**src/rtl/lkvc_pkg.sv**
```systemverilog
`default_nettype none

package lkvc_pkg;

  localparam int KEY_W  = 32;
  localparam int DATA_W = 32;
  localparam int CAP_W  = 5;

  // Capacity register value after reset.
  localparam logic [CAP_W-1:0] CAP_RESET = 5'd16;

  // Operation codes of the input channel.
  localparam logic OP_GET = 1'b0;
  localparam logic OP_PUT = 1'b1;

  // Value returned by a get that misses.
  localparam logic signed [DATA_W-1:0] MISS_DATA = -32'sd1;

endpackage

`default_nettype wire

```
**src/rtl/lkvc_channels.sv**
```systemverilog
`default_nettype none

// Request channel: one get or put per transaction.
interface lkvc_in_if;
  logic                                valid;
  logic                                ready;
  logic                                op;
  logic signed [lkvc_pkg::KEY_W-1:0]   key;
  logic signed [lkvc_pkg::DATA_W-1:0]  data_in;

  modport source (output valid, output op, output key, output data_in, input ready);
  modport sink   (input valid, input op, input key, input data_in, output ready);
endinterface

// Response channel: one transaction per get.
interface lkvc_out_if;
  logic                                valid;
  logic                                ready;
  logic                                found;
  logic signed [lkvc_pkg::DATA_W-1:0]  data_out;

  modport source (output valid, output found, output data_out, input ready);
  modport sink   (input valid, input found, input data_out, output ready);
endinterface

// Configuration channel carrying the capacity register.
interface lkvc_cfg_if;
  logic                         valid;
  logic                         ready;
  logic [lkvc_pkg::CAP_W-1:0]   capacity;

  modport source (output valid, output capacity, input ready);
  modport sink   (input valid, input capacity, output ready);
endinterface

`default_nettype wire

```
**src/rtl/lkvc_store.sv**
```systemverilog
`default_nettype none

// Single-port-write, single-port-read entry memory with a registered read.
module lkvc_store #(
  parameter int ENTRIES = 16,
  parameter int WORD_W  = 69,
  localparam int AW     = (ENTRIES > 1) ? $clog2(ENTRIES) : 1
) (
  input  wire logic              clk,
  input  wire logic              rd_en,
  input  wire logic [AW-1:0]     rd_addr,
  output logic      [WORD_W-1:0] rd_data,
  input  wire logic              wr_en,
  input  wire logic [AW-1:0]     wr_addr,
  input  wire logic [WORD_W-1:0] wr_data
);

  logic [WORD_W-1:0] mem [ENTRIES];
  logic [WORD_W-1:0] rd_data_r;

  always_ff @(posedge clk) begin
    if (wr_en) begin
      mem[wr_addr] <= wr_data;
    end
  end

  always_ff @(posedge clk) begin
    if (rd_en) begin
      rd_data_r <= mem[rd_addr];
    end
  end

  assign rd_data = rd_data_r;

endmodule

`default_nettype wire

```
**src/rtl/lkvc_ctrl.sv**
```systemverilog
`default_nettype none

// Sequencer: a scan pass over every entry, a decision step, and for most
// requests a read-modify-write pass that rewrites ranks, key and value.
module lkvc_ctrl #(
  parameter int ENTRIES = 16,
  localparam int AW     = (ENTRIES > 1) ? $clog2(ENTRIES) : 1,
  localparam int CW     = $clog2(ENTRIES + 1),
  localparam int WORD_W = 1 + AW + lkvc_pkg::KEY_W + lkvc_pkg::DATA_W
) (
  input  wire logic                       clk,
  input  wire logic                       rst_n,
  lkvc_in_if.sink                         in_ch,
  lkvc_out_if.source                      out_ch,
  input  wire logic [lkvc_pkg::CAP_W-1:0] capacity,
  output logic                            mem_rd_en,
  output logic      [AW-1:0]              mem_rd_addr,
  input  wire logic [WORD_W-1:0]          mem_rd_data,
  output logic                            mem_wr_en,
  output logic      [AW-1:0]              mem_wr_addr,
  output logic      [WORD_W-1:0]          mem_wr_data
);

  typedef struct packed {
    logic                          valid;
    logic [AW-1:0]                 rank;
    logic [lkvc_pkg::KEY_W-1:0]    key;
    logic [lkvc_pkg::DATA_W-1:0]   data;
  } entry_t;

  typedef enum logic [4:0] {
    ST_CLEAR  = 5'b00001,
    ST_IDLE   = 5'b00010,
    ST_SCAN   = 5'b00100,
    ST_DECIDE = 5'b01000,
    ST_UPDATE = 5'b10000
  } state_t;

  localparam logic [AW-1:0] LAST = AW'(ENTRIES - 1);

  state_t                      state_r, state_nxt;
  logic [AW-1:0]               addr_r, addr_nxt;
  logic                        issue_r, issue_nxt;
  logic                        rv_r, rv_nxt;
  logic [AW-1:0]               ridx_r, ridx_nxt;
  logic                        op_r, op_nxt;
  logic [lkvc_pkg::KEY_W-1:0]  key_r, key_nxt;
  logic [lkvc_pkg::DATA_W-1:0] din_r, din_nxt;
  logic                        hit_r, hit_nxt;
  logic [AW-1:0]               hit_idx_r, hit_idx_nxt;
  logic [AW-1:0]               hit_rank_r, hit_rank_nxt;
  logic [lkvc_pkg::DATA_W-1:0] hit_data_r, hit_data_nxt;
  logic                        free_ok_r, free_ok_nxt;
  logic [AW-1:0]               free_idx_r, free_idx_nxt;
  logic [AW-1:0]               lru1_r, lru1_nxt;
  logic [AW-1:0]               lru2_r, lru2_nxt;
  logic [CW-1:0]               cnt_r, cnt_nxt;
  logic [AW-1:0]               tgt_r, tgt_nxt;
  logic                        ev_en_r, ev_en_nxt;
  logic [AW-1:0]               ev_idx_r, ev_idx_nxt;
  logic                        out_valid_r, out_valid_nxt;
  logic                        out_found_r, out_found_nxt;
  logic [lkvc_pkg::DATA_W-1:0] out_data_r, out_data_nxt;

  entry_t        rd_ent;
  entry_t        wr_ent;
  logic [CW-1:0] eff_cap;
  logic          full;
  logic          walking;
  logic          out_free;

  assign rd_ent   = entry_t'(mem_rd_data);
  assign full     = (cnt_r == CW'(ENTRIES));
  assign walking  = (state_r == ST_SCAN) || (state_r == ST_UPDATE);
  assign out_free = !out_valid_r || out_ch.ready;

  always_comb begin
    if (capacity == '0) begin
      eff_cap = CW'(1);
    end else if (int'(capacity) > ENTRIES) begin
      eff_cap = CW'(ENTRIES);
    end else begin
      eff_cap = CW'(capacity);
    end
  end

  assign in_ch.ready     = (state_r == ST_IDLE);
  assign out_ch.valid    = out_valid_r;
  assign out_ch.found    = out_found_r;
  assign out_ch.data_out = out_data_r;

  assign mem_rd_en   = walking && issue_r;
  assign mem_rd_addr = addr_r;

  always_comb begin
    state_nxt     = state_r;
    addr_nxt      = addr_r;
    issue_nxt     = issue_r;
    rv_nxt        = walking && issue_r;
    ridx_nxt      = addr_r;
    op_nxt        = op_r;
    key_nxt       = key_r;
    din_nxt       = din_r;
    hit_nxt       = hit_r;
    hit_idx_nxt   = hit_idx_r;
    hit_rank_nxt  = hit_rank_r;
    hit_data_nxt  = hit_data_r;
    free_ok_nxt   = free_ok_r;
    free_idx_nxt  = free_idx_r;
    lru1_nxt      = lru1_r;
    lru2_nxt      = lru2_r;
    cnt_nxt       = cnt_r;
    tgt_nxt       = tgt_r;
    ev_en_nxt     = ev_en_r;
    ev_idx_nxt    = ev_idx_r;
    out_valid_nxt = out_valid_r && !out_ch.ready;
    out_found_nxt = out_found_r;
    out_data_nxt  = out_data_r;
    mem_wr_en     = 1'b0;
    mem_wr_addr   = ridx_r;
    wr_ent        = rd_ent;

    if (walking && issue_r) begin
      if (addr_r == LAST) begin
        issue_nxt = 1'b0;
      end else begin
        addr_nxt = addr_r + AW'(1);
      end
    end

    case (state_r)
      ST_CLEAR: begin
        mem_wr_en   = 1'b1;
        mem_wr_addr = addr_r;
        wr_ent      = '0;
        if (addr_r == LAST) begin
          state_nxt = ST_IDLE;
        end else begin
          addr_nxt = addr_r + AW'(1);
        end
      end

      ST_IDLE: begin
        if (in_ch.valid) begin
          op_nxt      = in_ch.op;
          key_nxt     = in_ch.key;
          din_nxt     = in_ch.data_in;
          hit_nxt     = 1'b0;
          free_ok_nxt = 1'b0;
          addr_nxt    = '0;
          issue_nxt   = 1'b1;
          state_nxt   = ST_SCAN;
        end
      end

      ST_SCAN: begin
        if (rv_r) begin
          if (rd_ent.valid && (rd_ent.key == key_r) && !hit_r) begin
            hit_nxt      = 1'b1;
            hit_idx_nxt  = ridx_r;
            hit_rank_nxt = rd_ent.rank;
            hit_data_nxt = rd_ent.data;
          end
          if (!rd_ent.valid && !free_ok_r) begin
            free_ok_nxt  = 1'b1;
            free_idx_nxt = ridx_r;
          end
          if (rd_ent.valid && (CW'(rd_ent.rank) == cnt_r - CW'(1))) begin
            lru1_nxt = ridx_r;
          end
          if (rd_ent.valid && (CW'(rd_ent.rank) == cnt_r - CW'(2))) begin
            lru2_nxt = ridx_r;
          end
          if (ridx_r == LAST) begin
            state_nxt = ST_DECIDE;
          end
        end
      end

      ST_DECIDE: begin
        addr_nxt  = '0;
        if (op_r == lkvc_pkg::OP_GET) begin
          ev_en_nxt = 1'b0;
          tgt_nxt   = hit_idx_r;
          if (out_free) begin
            out_valid_nxt = 1'b1;
            out_found_nxt = hit_r;
            out_data_nxt  = hit_r ? hit_data_r : lkvc_pkg::MISS_DATA;
            issue_nxt     = hit_r;
            state_nxt     = hit_r ? ST_UPDATE : ST_IDLE;
          end
        end else begin
          issue_nxt = 1'b1;
          state_nxt = ST_UPDATE;
          if (hit_r) begin
            // Update in place; after the touch the oldest entry is the one
            // ranked last, or the one ranked second last if the hit was last.
            tgt_nxt    = hit_idx_r;
            ev_en_nxt  = (cnt_r > eff_cap);
            ev_idx_nxt = (CW'(hit_rank_r) == cnt_r - CW'(1)) ? lru2_r : lru1_r;
            cnt_nxt    = cnt_r - CW'(ev_en_nxt);
          end else if (full) begin
            // Full store: the oldest entry is replaced by the new key.
            tgt_nxt    = lru1_r;
            ev_en_nxt  = (cnt_r > eff_cap);
            ev_idx_nxt = lru2_r;
            cnt_nxt    = cnt_r - CW'(ev_en_nxt);
          end else begin
            tgt_nxt    = free_idx_r;
            ev_en_nxt  = (cnt_r >= eff_cap);
            ev_idx_nxt = lru1_r;
            cnt_nxt    = cnt_r + CW'(1) - CW'(ev_en_nxt);
          end
        end
      end

      ST_UPDATE: begin
        if (rv_r) begin
          mem_wr_en = 1'b1;
          if (ev_en_r && (ridx_r == ev_idx_r)) begin
            wr_ent.valid = 1'b0;
            wr_ent.rank  = '0;
          end else if (ridx_r == tgt_r) begin
            wr_ent.valid = 1'b1;
            wr_ent.rank  = '0;
            if (op_r == lkvc_pkg::OP_PUT) begin
              wr_ent.data = din_r;
            end
            if (!hit_r) begin
              wr_ent.key = key_r;
            end
          end else if (rd_ent.valid && (!hit_r || (rd_ent.rank < hit_rank_r))) begin
            wr_ent.rank = rd_ent.rank + AW'(1);
          end
          if (ridx_r == LAST) begin
            state_nxt = ST_IDLE;
          end
        end
      end

      default: begin
        state_nxt = ST_IDLE;
      end
    endcase
  end

  assign mem_wr_data = wr_ent;

  always_ff @(posedge clk) begin
    if (!rst_n) begin
      state_r     <= ST_CLEAR;
      addr_r      <= '0;
      issue_r     <= 1'b0;
      rv_r        <= 1'b0;
      cnt_r       <= '0;
      out_valid_r <= 1'b0;
    end else begin
      state_r     <= state_nxt;
      addr_r      <= addr_nxt;
      issue_r     <= issue_nxt;
      rv_r        <= rv_nxt;
      cnt_r       <= cnt_nxt;
      out_valid_r <= out_valid_nxt;
    end
  end

  always_ff @(posedge clk) begin
    ridx_r      <= ridx_nxt;
    op_r        <= op_nxt;
    key_r       <= key_nxt;
    din_r       <= din_nxt;
    hit_r       <= hit_nxt;
    hit_idx_r   <= hit_idx_nxt;
    hit_rank_r  <= hit_rank_nxt;
    hit_data_r  <= hit_data_nxt;
    free_ok_r   <= free_ok_nxt;
    free_idx_r  <= free_idx_nxt;
    lru1_r      <= lru1_nxt;
    lru2_r      <= lru2_nxt;
    tgt_r       <= tgt_nxt;
    ev_en_r     <= ev_en_nxt;
    ev_idx_r    <= ev_idx_nxt;
    out_found_r <= out_found_nxt;
    out_data_r  <= out_data_nxt;
  end

endmodule

`default_nettype wire

```
**src/rtl/lru_key_value_cache_unit.sv**
```systemverilog
// A get result is presented after the scan pass, once the reply register is free.
// A new request is taken only when the previous one is finished. A get that misses
// needs one walk; every other request needs two walks through the single-read-port entry memory.
// Reset: synchronous, active low; afterwards a clearing pass over every entry empties
// the entry memory, during which no request is taken. Capacity resets to 16.
`default_nettype none

module lru_key_value_cache_unit #(
  parameter int ENTRIES = 16
) (
  input  wire logic  clk,
  input  wire logic  rst_n,
  lkvc_in_if.sink    in_ch,
  lkvc_out_if.source out_ch,
  lkvc_cfg_if.sink   cfg_ch
);

  localparam int AW     = (ENTRIES > 1) ? $clog2(ENTRIES) : 1;
  localparam int WORD_W = 1 + AW + lkvc_pkg::KEY_W + lkvc_pkg::DATA_W;

  // The capacity register. Writes are always taken; the contract is that
  // they only arrive while no request is in flight.
  logic [lkvc_pkg::CAP_W-1:0] cap_r, cap_nxt;

  assign cfg_ch.ready = 1'b1;
  assign cap_nxt      = cfg_ch.valid ? cfg_ch.capacity : cap_r;

  always_ff @(posedge clk) begin
    if (!rst_n) begin
      cap_r <= lkvc_pkg::CAP_RESET;
    end else begin
      cap_r <= cap_nxt;
    end
  end

  // Each entry word holds a valid bit, a recency rank (zero is the most
  // recent), the key and the value. Valid entries always carry the distinct
  // ranks from zero up to the entry count less one, which lets the sequencer
  // locate the oldest entry by its rank during the scan.
  logic              mem_rd_en;
  logic [AW-1:0]     mem_rd_addr;
  logic [WORD_W-1:0] mem_rd_data;
  logic              mem_wr_en;
  logic [AW-1:0]     mem_wr_addr;
  logic [WORD_W-1:0] mem_wr_data;

  // The sequencer walks the memory twice per request, but once for a get that misses.
  // The scan finds the matching entry, the first empty slot and the two oldest entries.
  // The update pass then reads each entry and writes it back in the following cycle, so
  // the write always trails the read by one address and never meets it.
  lkvc_ctrl #(
    .ENTRIES (ENTRIES)
  ) u_ctrl (
    .clk         (clk),
    .rst_n       (rst_n),
    .in_ch       (in_ch),
    .out_ch      (out_ch),
    .capacity    (cap_r),
    .mem_rd_en   (mem_rd_en),
    .mem_rd_addr (mem_rd_addr),
    .mem_rd_data (mem_rd_data),
    .mem_wr_en   (mem_wr_en),
    .mem_wr_addr (mem_wr_addr),
    .mem_wr_data (mem_wr_data)
  );

  lkvc_store #(
    .ENTRIES (ENTRIES),
    .WORD_W  (WORD_W)
  ) u_store (
    .clk     (clk),
    .rd_en   (mem_rd_en),
    .rd_addr (mem_rd_addr),
    .rd_data (mem_rd_data),
    .wr_en   (mem_wr_en),
    .wr_addr (mem_wr_addr),
    .wr_data (mem_wr_data)
  );

endmodule

`default_nettype wire

```
**src/flat_wrapper.sv**
```systemverilog
// flat-port wrapper written by rule: the top's interface ports become plain ports
module lru_key_value_cache_unit_flat 
#(
  parameter int ENTRIES = 16
)
  (clk, rst_n, in_ch_valid, in_ch_op, in_ch_key, in_ch_data_in, in_ch_ready, out_ch_valid, out_ch_found, out_ch_data_out, out_ch_ready, cfg_ch_valid, cfg_ch_capacity, cfg_ch_ready);
  lkvc_in_if in_ch_i ();
  lkvc_out_if out_ch_i ();
  lkvc_cfg_if cfg_ch_i ();
  input  wire logic clk;
  input  wire logic rst_n;
  input wire logic [$bits(in_ch_i.valid)-1:0] in_ch_valid;
  input wire logic [$bits(in_ch_i.op)-1:0] in_ch_op;
  input wire logic [$bits(in_ch_i.key)-1:0] in_ch_key;
  input wire logic [$bits(in_ch_i.data_in)-1:0] in_ch_data_in;
  output wire logic [$bits(in_ch_i.ready)-1:0] in_ch_ready;
  output wire logic [$bits(out_ch_i.valid)-1:0] out_ch_valid;
  output wire logic [$bits(out_ch_i.found)-1:0] out_ch_found;
  output wire logic [$bits(out_ch_i.data_out)-1:0] out_ch_data_out;
  input wire logic [$bits(out_ch_i.ready)-1:0] out_ch_ready;
  input wire logic [$bits(cfg_ch_i.valid)-1:0] cfg_ch_valid;
  input wire logic [$bits(cfg_ch_i.capacity)-1:0] cfg_ch_capacity;
  output wire logic [$bits(cfg_ch_i.ready)-1:0] cfg_ch_ready;
  assign in_ch_i.valid = in_ch_valid;
  assign in_ch_i.op = in_ch_op;
  assign in_ch_i.key = in_ch_key;
  assign in_ch_i.data_in = in_ch_data_in;
  assign in_ch_ready = in_ch_i.ready;
  assign out_ch_valid = out_ch_i.valid;
  assign out_ch_found = out_ch_i.found;
  assign out_ch_data_out = out_ch_i.data_out;
  assign out_ch_i.ready = out_ch_ready;
  assign cfg_ch_i.valid = cfg_ch_valid;
  assign cfg_ch_i.capacity = cfg_ch_capacity;
  assign cfg_ch_ready = cfg_ch_i.ready;
  lru_key_value_cache_unit #(.ENTRIES(ENTRIES)) u_core (.clk(clk), .rst_n(rst_n), .in_ch(in_ch_i), .out_ch(out_ch_i), .cfg_ch(cfg_ch_i));
endmodule
```
**config.mk**
```make
export PLATFORM = sky130hd
export DESIGN_NAME = lru_key_value_cache_unit_flat
export DESIGN_NICKNAME = d
export VERILOG_FILES = /design/src/rtl/lkvc_pkg.sv /design/src/rtl/lkvc_channels.sv /design/src/rtl/lkvc_store.sv /design/src/rtl/lkvc_ctrl.sv /design/src/rtl/lru_key_value_cache_unit.sv /design/src/flat_wrapper.sv
export SDC_FILE = /design/constraint.sdc
export NUM_CORES = 1
export LEC_CHECK = 0
export BUFFER_PORTS_ARGS = -buffer_cell sky130_fd_sc_hd__buf_2
export CAP_MARGIN = 5
export CORE_AREA = 3 3 421 423
export CTS_CLUSTER_DIAMETER = 150
export DETAILED_ROUTE_END_ITERATION = 10
export DIE_AREA = 0 0 424 426
export PLACE_DENSITY = 0.55
export SKIP_CTS_REPAIR_TIMING = 1
export SLEW_MARGIN = 40
export SYNTH_ARGS = -nofsm -noshare
export SYNTH_HDL_FRONTEND = slang
export SYNTH_HIERARCHICAL = 1
export SYNTH_SLANG_ARGS = --single-unit
```
**constraint.sdc**
```tcl
create_clock -name clk -period 11.8 [get_ports clk]
set_input_delay 2.36 -clock clk [delete_from_list [all_inputs] [get_ports clk]]
set_output_delay 2.36 -clock clk [all_outputs]
set_load 0.005 [all_outputs]
```
==> results of run 1 <==
==> critical path: stages, from the launching register on <==
cell      delay [ns]
dfxtp_1         0.42
nor3_2          0.44
nand2_4         0.44
nand2_1         0.37
nand3b_1        0.37
nor3_4          0.68
buf_4           0.61
buf_4           0.63
==> how the worst max path moves through the flow <==
stage,from,endpoint,slack (ns),cells past startpoint
4_1_cts,u_core/u_ctrl/state_r[2]$_SDFFE_PN0P_,u_core/u_store/mem[4][14]$_DFFE_PP_,7.36,7
6_report,u_core/u_ctrl/state_r[2]$_SDFFE_PN0P_,u_core/u_store/mem[4][13]$_DFFE_PP_,7.40,7
3_3_place_gp,u_core/u_ctrl/state_r[2]$_SDFFE_PN0P_,u_core/u_store/mem[4][7]$_DFFE_PP_,7.22,7
2_1_floorplan,u_core/u_ctrl/state_r[1]$_SDFFE_PN0P_,u_core/u_store/mem[0][0]$_DFFE_PP_,4.56,7
5_1_grt,u_core/u_ctrl/state_r[2]$_SDFFE_PN0P_,u_core/u_store/mem[4][13]$_DFFE_PP_,7.11,7
3_5_place_dp,u_core/u_ctrl/state_r[2]$_SDFFE_PN0P_,u_core/u_store/mem[4][8]$_DFFE_PP_,7.39,7
==> kinds of logic after synthesis <==
family          synth area share, %
mux                           12.29
other cells                0.007195
flops                         77.86
xor+xnor                     0.9411
fa+ha+maj                    0.4801
simple gates                  4.038
compound gates                2.953
buf+inv                       1.428
==> metrics by stage <==
step | util [%] | total power, mW | hold WS [ns]
final | 34.90 | 13.05 | 0.4496
after detailed placement | 32.17 | 8.742 | 0.4382
after global placement | 31.92 | 8.674 | 0.4372
after global routing | 34.90 | 13.61 | 0.4641
after CTS | 34.88 | 13.24 | 0.4515
after floorplan | - | 7.996 | 0.3809
==> cells in the final DEF, fill, tap and decap left out, drive strengths merged, types with 12 or more instances in the layout <==
cell and count:
nor2 26, nand2 229, clkbuf 181, buf 178
nand3 75, edfxtp 1334, inv 21, o21ai 20
a21oi 26, nor3 18, xnor2 44, nand2b 37
xor2 12, dfxtp 26, a22oi 139, mux4 276
ha 20, clkinv 65
==> sequential cells by signal, summed over array words and instances (netlist names), 4 cells and up <==
signal and count:
u_core/u_store/mem 1104, u_core/u_store/rd_data 69, u_core/u_ctrl/din_r 32, u_core/u_ctrl/hit_data_r 32
u_core/u_ctrl/key_r 32, u_core/u_ctrl/out_ch.data_out 32, u_core/cap_r 5, u_core/u_ctrl/cnt_r 5
u_core/u_ctrl/state_r 5, u_core/u_ctrl/ev_idx_r 4, u_core/u_ctrl/free_idx_r 4, u_core/u_ctrl/hit_idx_r 4
u_core/u_ctrl/hit_rank_r 4, u_core/u_ctrl/lru1_r 4, u_core/u_ctrl/lru2_r 4, u_core/u_ctrl/mem_rd_addr 4
u_core/u_ctrl/ridx_r 4, u_core/u_ctrl/tgt_r 4
==> where the power goes <==
group	internal, mW	switching [mW]
Sequential	6.00	0.121
Clock	2.54	1.92
Combinational	1.04	1.42
Total	9.59	3.46
==> routing by layer <==
| metal | track usage (%) | wire, um | share of wire, % |
|---|---|---|---|
| met1 | 18.16 | 52650 | 42 |
| met2 | 23.04 | 62110 | 50 |
| met3 | 2.354 | 6528 | 5.2 |
| met4 | 4.455 | 3142 | 2.5 |
| met5 | 0 | 0 | 0 |
==> cell type report <==
cell class	count	share of cell area, %
Multi-Input combinational cell	1034	18.14
Antenna cell	1	0.004125
Tap cell	2325	4.796
Clock inverter	83	1.485
Sequential cell	1360	66.91
Inverter	17	0.1052
Timing Repair Buffer	179	2.298
Clock buffer	180	6.268
==> out/qor.csv, run 1 <==
stage,metric,value,unit
timing,max_freq,227.3,MHz
yosys,synth_seq_cells,1360,
min_path,min_from,u_core/u_store/rd_data[9]$_DFFE_PP_,
floorplanning,num_io_pins,111,
final_layout,multiInputGateArea,11000,sq um
critical_path,cp_data_arrival_time,4.79,ns
floorplanning,rows,153,
floorplanning,dieArea,180600,sq um
yosys,synth.most_common_cell,edfxtp_1,
min_path,whs_endpoint,u_core/u_ctrl/hit_data_r[9]$_DFFE_PP_,
critical_path,crit_fanout,34,
timing,fin_setup_tns,0,ns
floorplanning,die_w,424,um
critical_path,r2r-end,u_core/u_store/mem[4][13]$_DFFE_PP_,
yosys,syn_inst,2538,
yosys,yosysTopAreaCellShare,76.86,%
clocking,htreeDepth,4,
final_layout,fin_cells,5179,
critical_path,timing.rr.start,u_core/u_ctrl/state_r[2]$_SDFFE_PN0P_,
timing,postLayoutSetupSlackWorst,7.400,ns
yosys,yosys_most_used_dff,edfxtp_1,
detailed_routing,drtIter0Drc,2268,
yosys,synthDistinctLibCells,65,
final_layout,final.fill_count,16280,
min_path,worst_hold_path_type,reg2reg,
yosys,synthTopCellsByArea,"edfxtp_1, mux4_2, a22oi_1",
global_route,grt_pass1_wl,182100,um
power_and_ir_drop,p_leak,19.34,nW
timing,grt_setup_unrepaired,no,
critical_path,required,12.19,ns
clocking,cts_sinks,1360,
global_route,grt_max_degree,71,
detailed_routing,routed_wl,124400,um
timing,worst_slew_pin_slew,0.8431,ns
clocking,cts_buffers,146,
global_route,antenna_found_initial,2,
detailed_routing,ant_nets,0,
global_route,gr-total-overflow,0,
critical_path,regToRegSetupSlack,7.40,ns
timing,setup_viol,0,
yosys,synth_edf_count,1334,
timing,slew_headroom,43.79,%
global_route,grt_pass1_vias,26310,
floorplanning,fp.dieH,426,um
power_and_ir_drop,p_per_area,215.1,nW/um^2
power_and_ir_drop,peakVddDrop,0.1636,mV
clocking,cts_tree,done,
clocking,clk_pin_slew_worst_paths,0.06,ns
critical_path,critical_path_class,reg2reg,
yosys,synth_common_cells,"edfxtp_1, mux4_2, nand2_1",
floorplanning,core_area,173800,sq um
yosys,netlist_area,52120,sq um
place,gp_congestion,0.7234,
detailed_routing,viasPerCell,4.856,
yosys,synthesis.nets,2633,
global_route,grt_use_total,13.74,%
job,maxCapViolations,0,
detailed_routing,drc_errors,0,
clocking,root_buffer,clkbuf_16,
place,dp.cells,4914,
detailed_routing,routedWlPerCell,24.03,um
yosys,synth-seq-area-share,77.86,%
timing,skew,0.03460,ns
yosys,ys_warn_count,6,
yosys,async_reset_ff_share,0,%
critical_path,ff2ff_path_depth,7,
final_layout,nNetsFinal,2833,
place,pre_cts_slack,7.392,ns
min_path,whs_path_depth,0,
detailed_routing,vias,25150,
critical_path,critPathLaunchType,flop,
yosys,avgSynthCellArea,20.54,sq um
yosys,synth_area_leader_cell,edfxtp_1,
floorplanning,initial_core_util,29.98,%
critical_path,critPathCaptureType,flop,
run_status,outcome,"complete, no violations",
timing,period_minus_slack,4.400,ns
final_layout,areaGrowthSynthToFinish,16.39,%
final_layout,final_layout_size_suffix_gt1_share,24.33,%
final_layout,final_area,60660,sq um
place,placed_area,55920,sq um
detailed_routing,drtPass1Iterations,5,
final_layout,seqCellArea,40590,sq um
timing,drv_slew,0,
place,dp_hpwl,67120,um
timing,fin_crit_sh,37.29,%
clocking,clk-insertion-delay-late,0.78,ns
clocking,clockBufferDepth,3,
place,port_buffers,109,
timing,hold_violations,0,
(Power assumes the default switching activity.)
==> inputs of run 2 (changes only) <==
--- a/config.mk
+++ b/config.mk
@@ -11,7 +11,7 @@
 export CTS_CLUSTER_DIAMETER = 150
 export DETAILED_ROUTE_END_ITERATION = 10
 export DIE_AREA = 0 0 424 426
-export PLACE_DENSITY = 0.55
+export PLACE_DENSITY = 0.57
 export SKIP_CTS_REPAIR_TIMING = 1
 export SLEW_MARGIN = 40
 export SYNTH_ARGS = -nofsm -noshare
==> constraint.sdc (replaced) <==
create_clock -name clk -period 4 [get_ports clk]
set_input_delay 0.8 -clock clk [delete_from_list [all_inputs] [get_ports clk]]
set_output_delay 0.8 -clock clk [all_outputs]
set_load 0.005 [all_outputs]
==> run 2 against run 1 <==
  * Setup slack got worse by 6.8 ns
  * First-iteration DRC count fell by 0.97%
  * Routed wire length fell by 3.5%
  * Final area rose by 0.52%
  * Sequential share of layout area fell by 0.35 points
  * Power rose to 3.0 times the previous value
  * Maximum frequency rose by 30%
  * Die area did not move
  * Clock skew rose by 0.014 ns
  * Highest routed layer unchanged
==> out/qor.csv, run 2 (same netlist as run 1, synthesis figures left out) <==
stage,metric,value,unit,change
power_and_ir_drop,p_leak,19.46,nW,+0.64%
clocking,clockBufferDepth,3,,unchanged
detailed_routing,vias,25170,,+0.072%
detailed_routing,routed_wl,120100,um,-3.5%
clocking,clk_pin_slew_worst_paths,0.06,ns,about the same
critical_path,cp_data_arrival_time,3.83,ns,-0.96 ns
timing,grt_setup_unrepaired,no,,
timing,max_freq,294.8,MHz,+30%
place,dp_hpwl,67570,um,+0.66%
power_and_ir_drop,power,39.01,mW,+200%
final_layout,areaGrowthSynthToFinish,16.99,%,
critical_path,critPathLaunchType,flop,,
final_layout,top_register,u_core/u_store/mem,,
power_and_ir_drop,seqPwrFrac,46.2,%,-0.7 points
timing,setup_viol,0,,unchanged
global_route,grt_use_met1,17.74,%,-0.42 points
place,placed_area,56120,sq um,+0.36%
floorplanning,die_w,424,um,unchanged
timing,fin_setup_tns,0,ns,unchanged
clocking,root_buffer,clkbuf_16,,
power_and_ir_drop,combPwrFrac,19.3,%,+0.4 points
timing,holdWs,0.1942,ns,-0.2554 ns
power_and_ir_drop,switching_share,26.38,%,-0.17 points
global_route,antenna_found_initial,7,,+5
critical_path,regToRegSetupSlack,0.61,ns,-6.79 ns
power_and_ir_drop,pwr-share-clk,34.5,%,+0.3 points
power_and_ir_drop,p_switching,10.29,mW,+200%
clocking,cts_tree,done,,
floorplanning,fp.dieH,426,um,unchanged
final_layout,final_area,60980,sq um,+0.52%
floorplanning,initial_core_util,29.98,%,unchanged
global_route,top_usage_layer,met2,,
place,gp_congestion,0.7655,,+5.8%
min_path,whs_path_depth,1,,+1
critical_path,critPathCaptureType,flop,,
critical_path,critical_path_class,reg2reg,,
detailed_routing,viasPerCell,4.850,,-0.12%
global_route,gr-total-overflow,0,,unchanged
timing,slew_headroom,42.56,%,-1.2 points
run_status,outcome,"complete, no violations",,
min_path,min_from,in_ch_key[22],,
critical_path,required,4.44,ns,-7.75 ns
global_route,grt_pass1_wl,176200,um,-3.2%
final_layout,final_layout_size_suffix_gt1_share,24.63,%,+0.31 points
timing,worst_slew_pin_slew,0.8616,ns,+0.01847 ns
clocking,clk-insertion-delay-late,0.78,ns,about the same
global_route,grt_use_total,13.18,%,-0.56 points
global_route,grtUsageMet3,2.358,%,+0.0036 points
final_layout,mostFrequentLayoutCells,"edfxtp_1, mux4_2, nand2_1",,
place,port_buffers,109,,unchanged
power_and_ir_drop,peakVddDrop,0.4099,mV,+150%
detailed_routing,drtIter0Drc,2246,,-0.97%
final_layout,largest_reg_flops,1104,,unchanged
critical_path,crit_fanout,25,,-26%
detailed_routing,drtPass1Iterations,5,,unchanged
timing,hold_violations,0,,unchanged
global_route,grt_max_degree,80,,+13%
detailed_routing,routedWlPerCell,23.15,um,-3.6%
floorplanning,rows,153,,unchanged
timing,period_minus_slack,3.392,ns,-1.008 ns
critical_path,r2r-end,u_core/u_store/mem[0][51]$_DFFE_PP_,,
floorplanning,dieArea,180600,sq um,unchanged
global_route,grt_pass1_vias,25740,,-2.2%
final_layout,mostFrequentLayoutCell,edfxtp_1,,
timing,drv_slew,0,,unchanged
timing,fin_crit_sh,84.80,%,+48 points
floorplanning,num_io_pins,111,,unchanged
timing,postLayoutSetupSlackWorst,0.6080,ns,-6.792 ns
detailed_routing,drc_errors,0,,unchanged
floorplanning,core_area,173800,sq um,unchanged
job,maxCapViolations,0,,unchanged
min_path,whs_endpoint,u_core/u_ctrl/key_r[22]$_DFFE_PP_,,
clocking,cts_sinks,1360,,unchanged
power_and_ir_drop,p_int,28.72,mW,+200%
detailed_routing,ant_nets,0,,unchanged
place,pre_cts_slack,0.6615,ns,-6.731 ns
clocking,htreeDepth,4,,unchanged
min_path,worst_hold_path_type,in2reg,,
global_route,met2_usage,21.79,%,-1.2 points
power_and_ir_drop,p_per_area,639.8,nW/um^2,+200%
final_layout,nNetsFinal,2837,,+0.14%
critical_path,timing.rr.start,u_core/u_ctrl/state_r[0]$_SDFFE_PN1P_,,
critical_path,ff2ff_path_depth,6,,-1
clocking,cts_buffers,146,,unchanged
timing,skew,0.04879,ns,+0.01419 ns
==> run 2: cell count changes in the layout (fill, tap and decap cells not counted), sizes merged <==
cell      delta
clkbuf       -5
bufinv       +5
diode        +1
buf          +5
inv          +5
clkinvlp     -1
==> run 2: metal layers <==
metal | vias to the layer above | wire, um
met5 | - | 0
met3 | 161 | 6105
li1 | 10840 | -
met2 | 681 | 59320
met4 | 0 | 2763
met1 | 13490 | 51930
==> run 2: power by group through the flow <==
stage | clock network, mW | registers, mW | logic (mW)
3_3_place_gp | 0 | 18.3 | 7.57
5_1_grt | 14.4 | 18.1 | 8.11
3_5_place_dp | 0 | 18.3 | 7.64
2_1_floorplan | 0 | 18.2 | 5.31
4_1_cts | 13.8 | 18.0 | 7.67
6_report | 13.5 | 18.0 | 7.52
==> run 2: cell type report <==
cell class	count	area (sq um)
Tap cell	2325	2909
Fill cell	16170	112800
Multi-Input combinational cell	1034	11030
Timing Repair Buffer	183	1546
Clock buffer	176	3766
Clock inverter	92	1070
Sequential cell	1360	40590
Antenna cell	2	5.005
Inverter	17	63.81
==> run 2: worst max path at each step <==
stage               slack, ns                                  start                                endpoint
global route             0.50  u_core/u_ctrl/state_r[0]$_SDFFE_PN1P_     u_core/u_store/mem[0][51]$_DFFE_PP_
detailed placement       0.66  u_core/u_ctrl/state_r[4]$_SDFFE_PN0P_  u_core/u_ctrl/hit_data_r[21]$_DFFE_PP_
global placement         0.67  u_core/u_ctrl/state_r[0]$_SDFFE_PN1P_  u_core/u_ctrl/hit_data_r[21]$_DFFE_PP_
floorplan               -1.01  u_core/u_ctrl/state_r[1]$_SDFFE_PN0P_     u_core/u_store/mem[13][0]$_DFFE_PP_
finish                   0.61  u_core/u_ctrl/state_r[0]$_SDFFE_PN1P_     u_core/u_store/mem[0][51]$_DFFE_PP_
CTS                      0.63  u_core/u_ctrl/state_r[4]$_SDFFE_PN0P_  u_core/u_ctrl/hit_data_r[15]$_DFFE_PP_
==> run 2: metrics by stage <==
stage               cells  util [%]
finish               5189     35.08
detailed placement   4919     32.29
floorplan            2538         -
global placement     4916     32.26
CTS                  5187     35.07
global route         5188     35.08
==> run 2: worst max-delay path, cell delays in order, from the launching register on <==
cell	delay, ns
dfxtp_1	0.47
nor2b_1	0.34
and2_1	0.35
mux2_2	0.41
or3b_4	0.47
nor3_4	0.70
buf_12	0.30
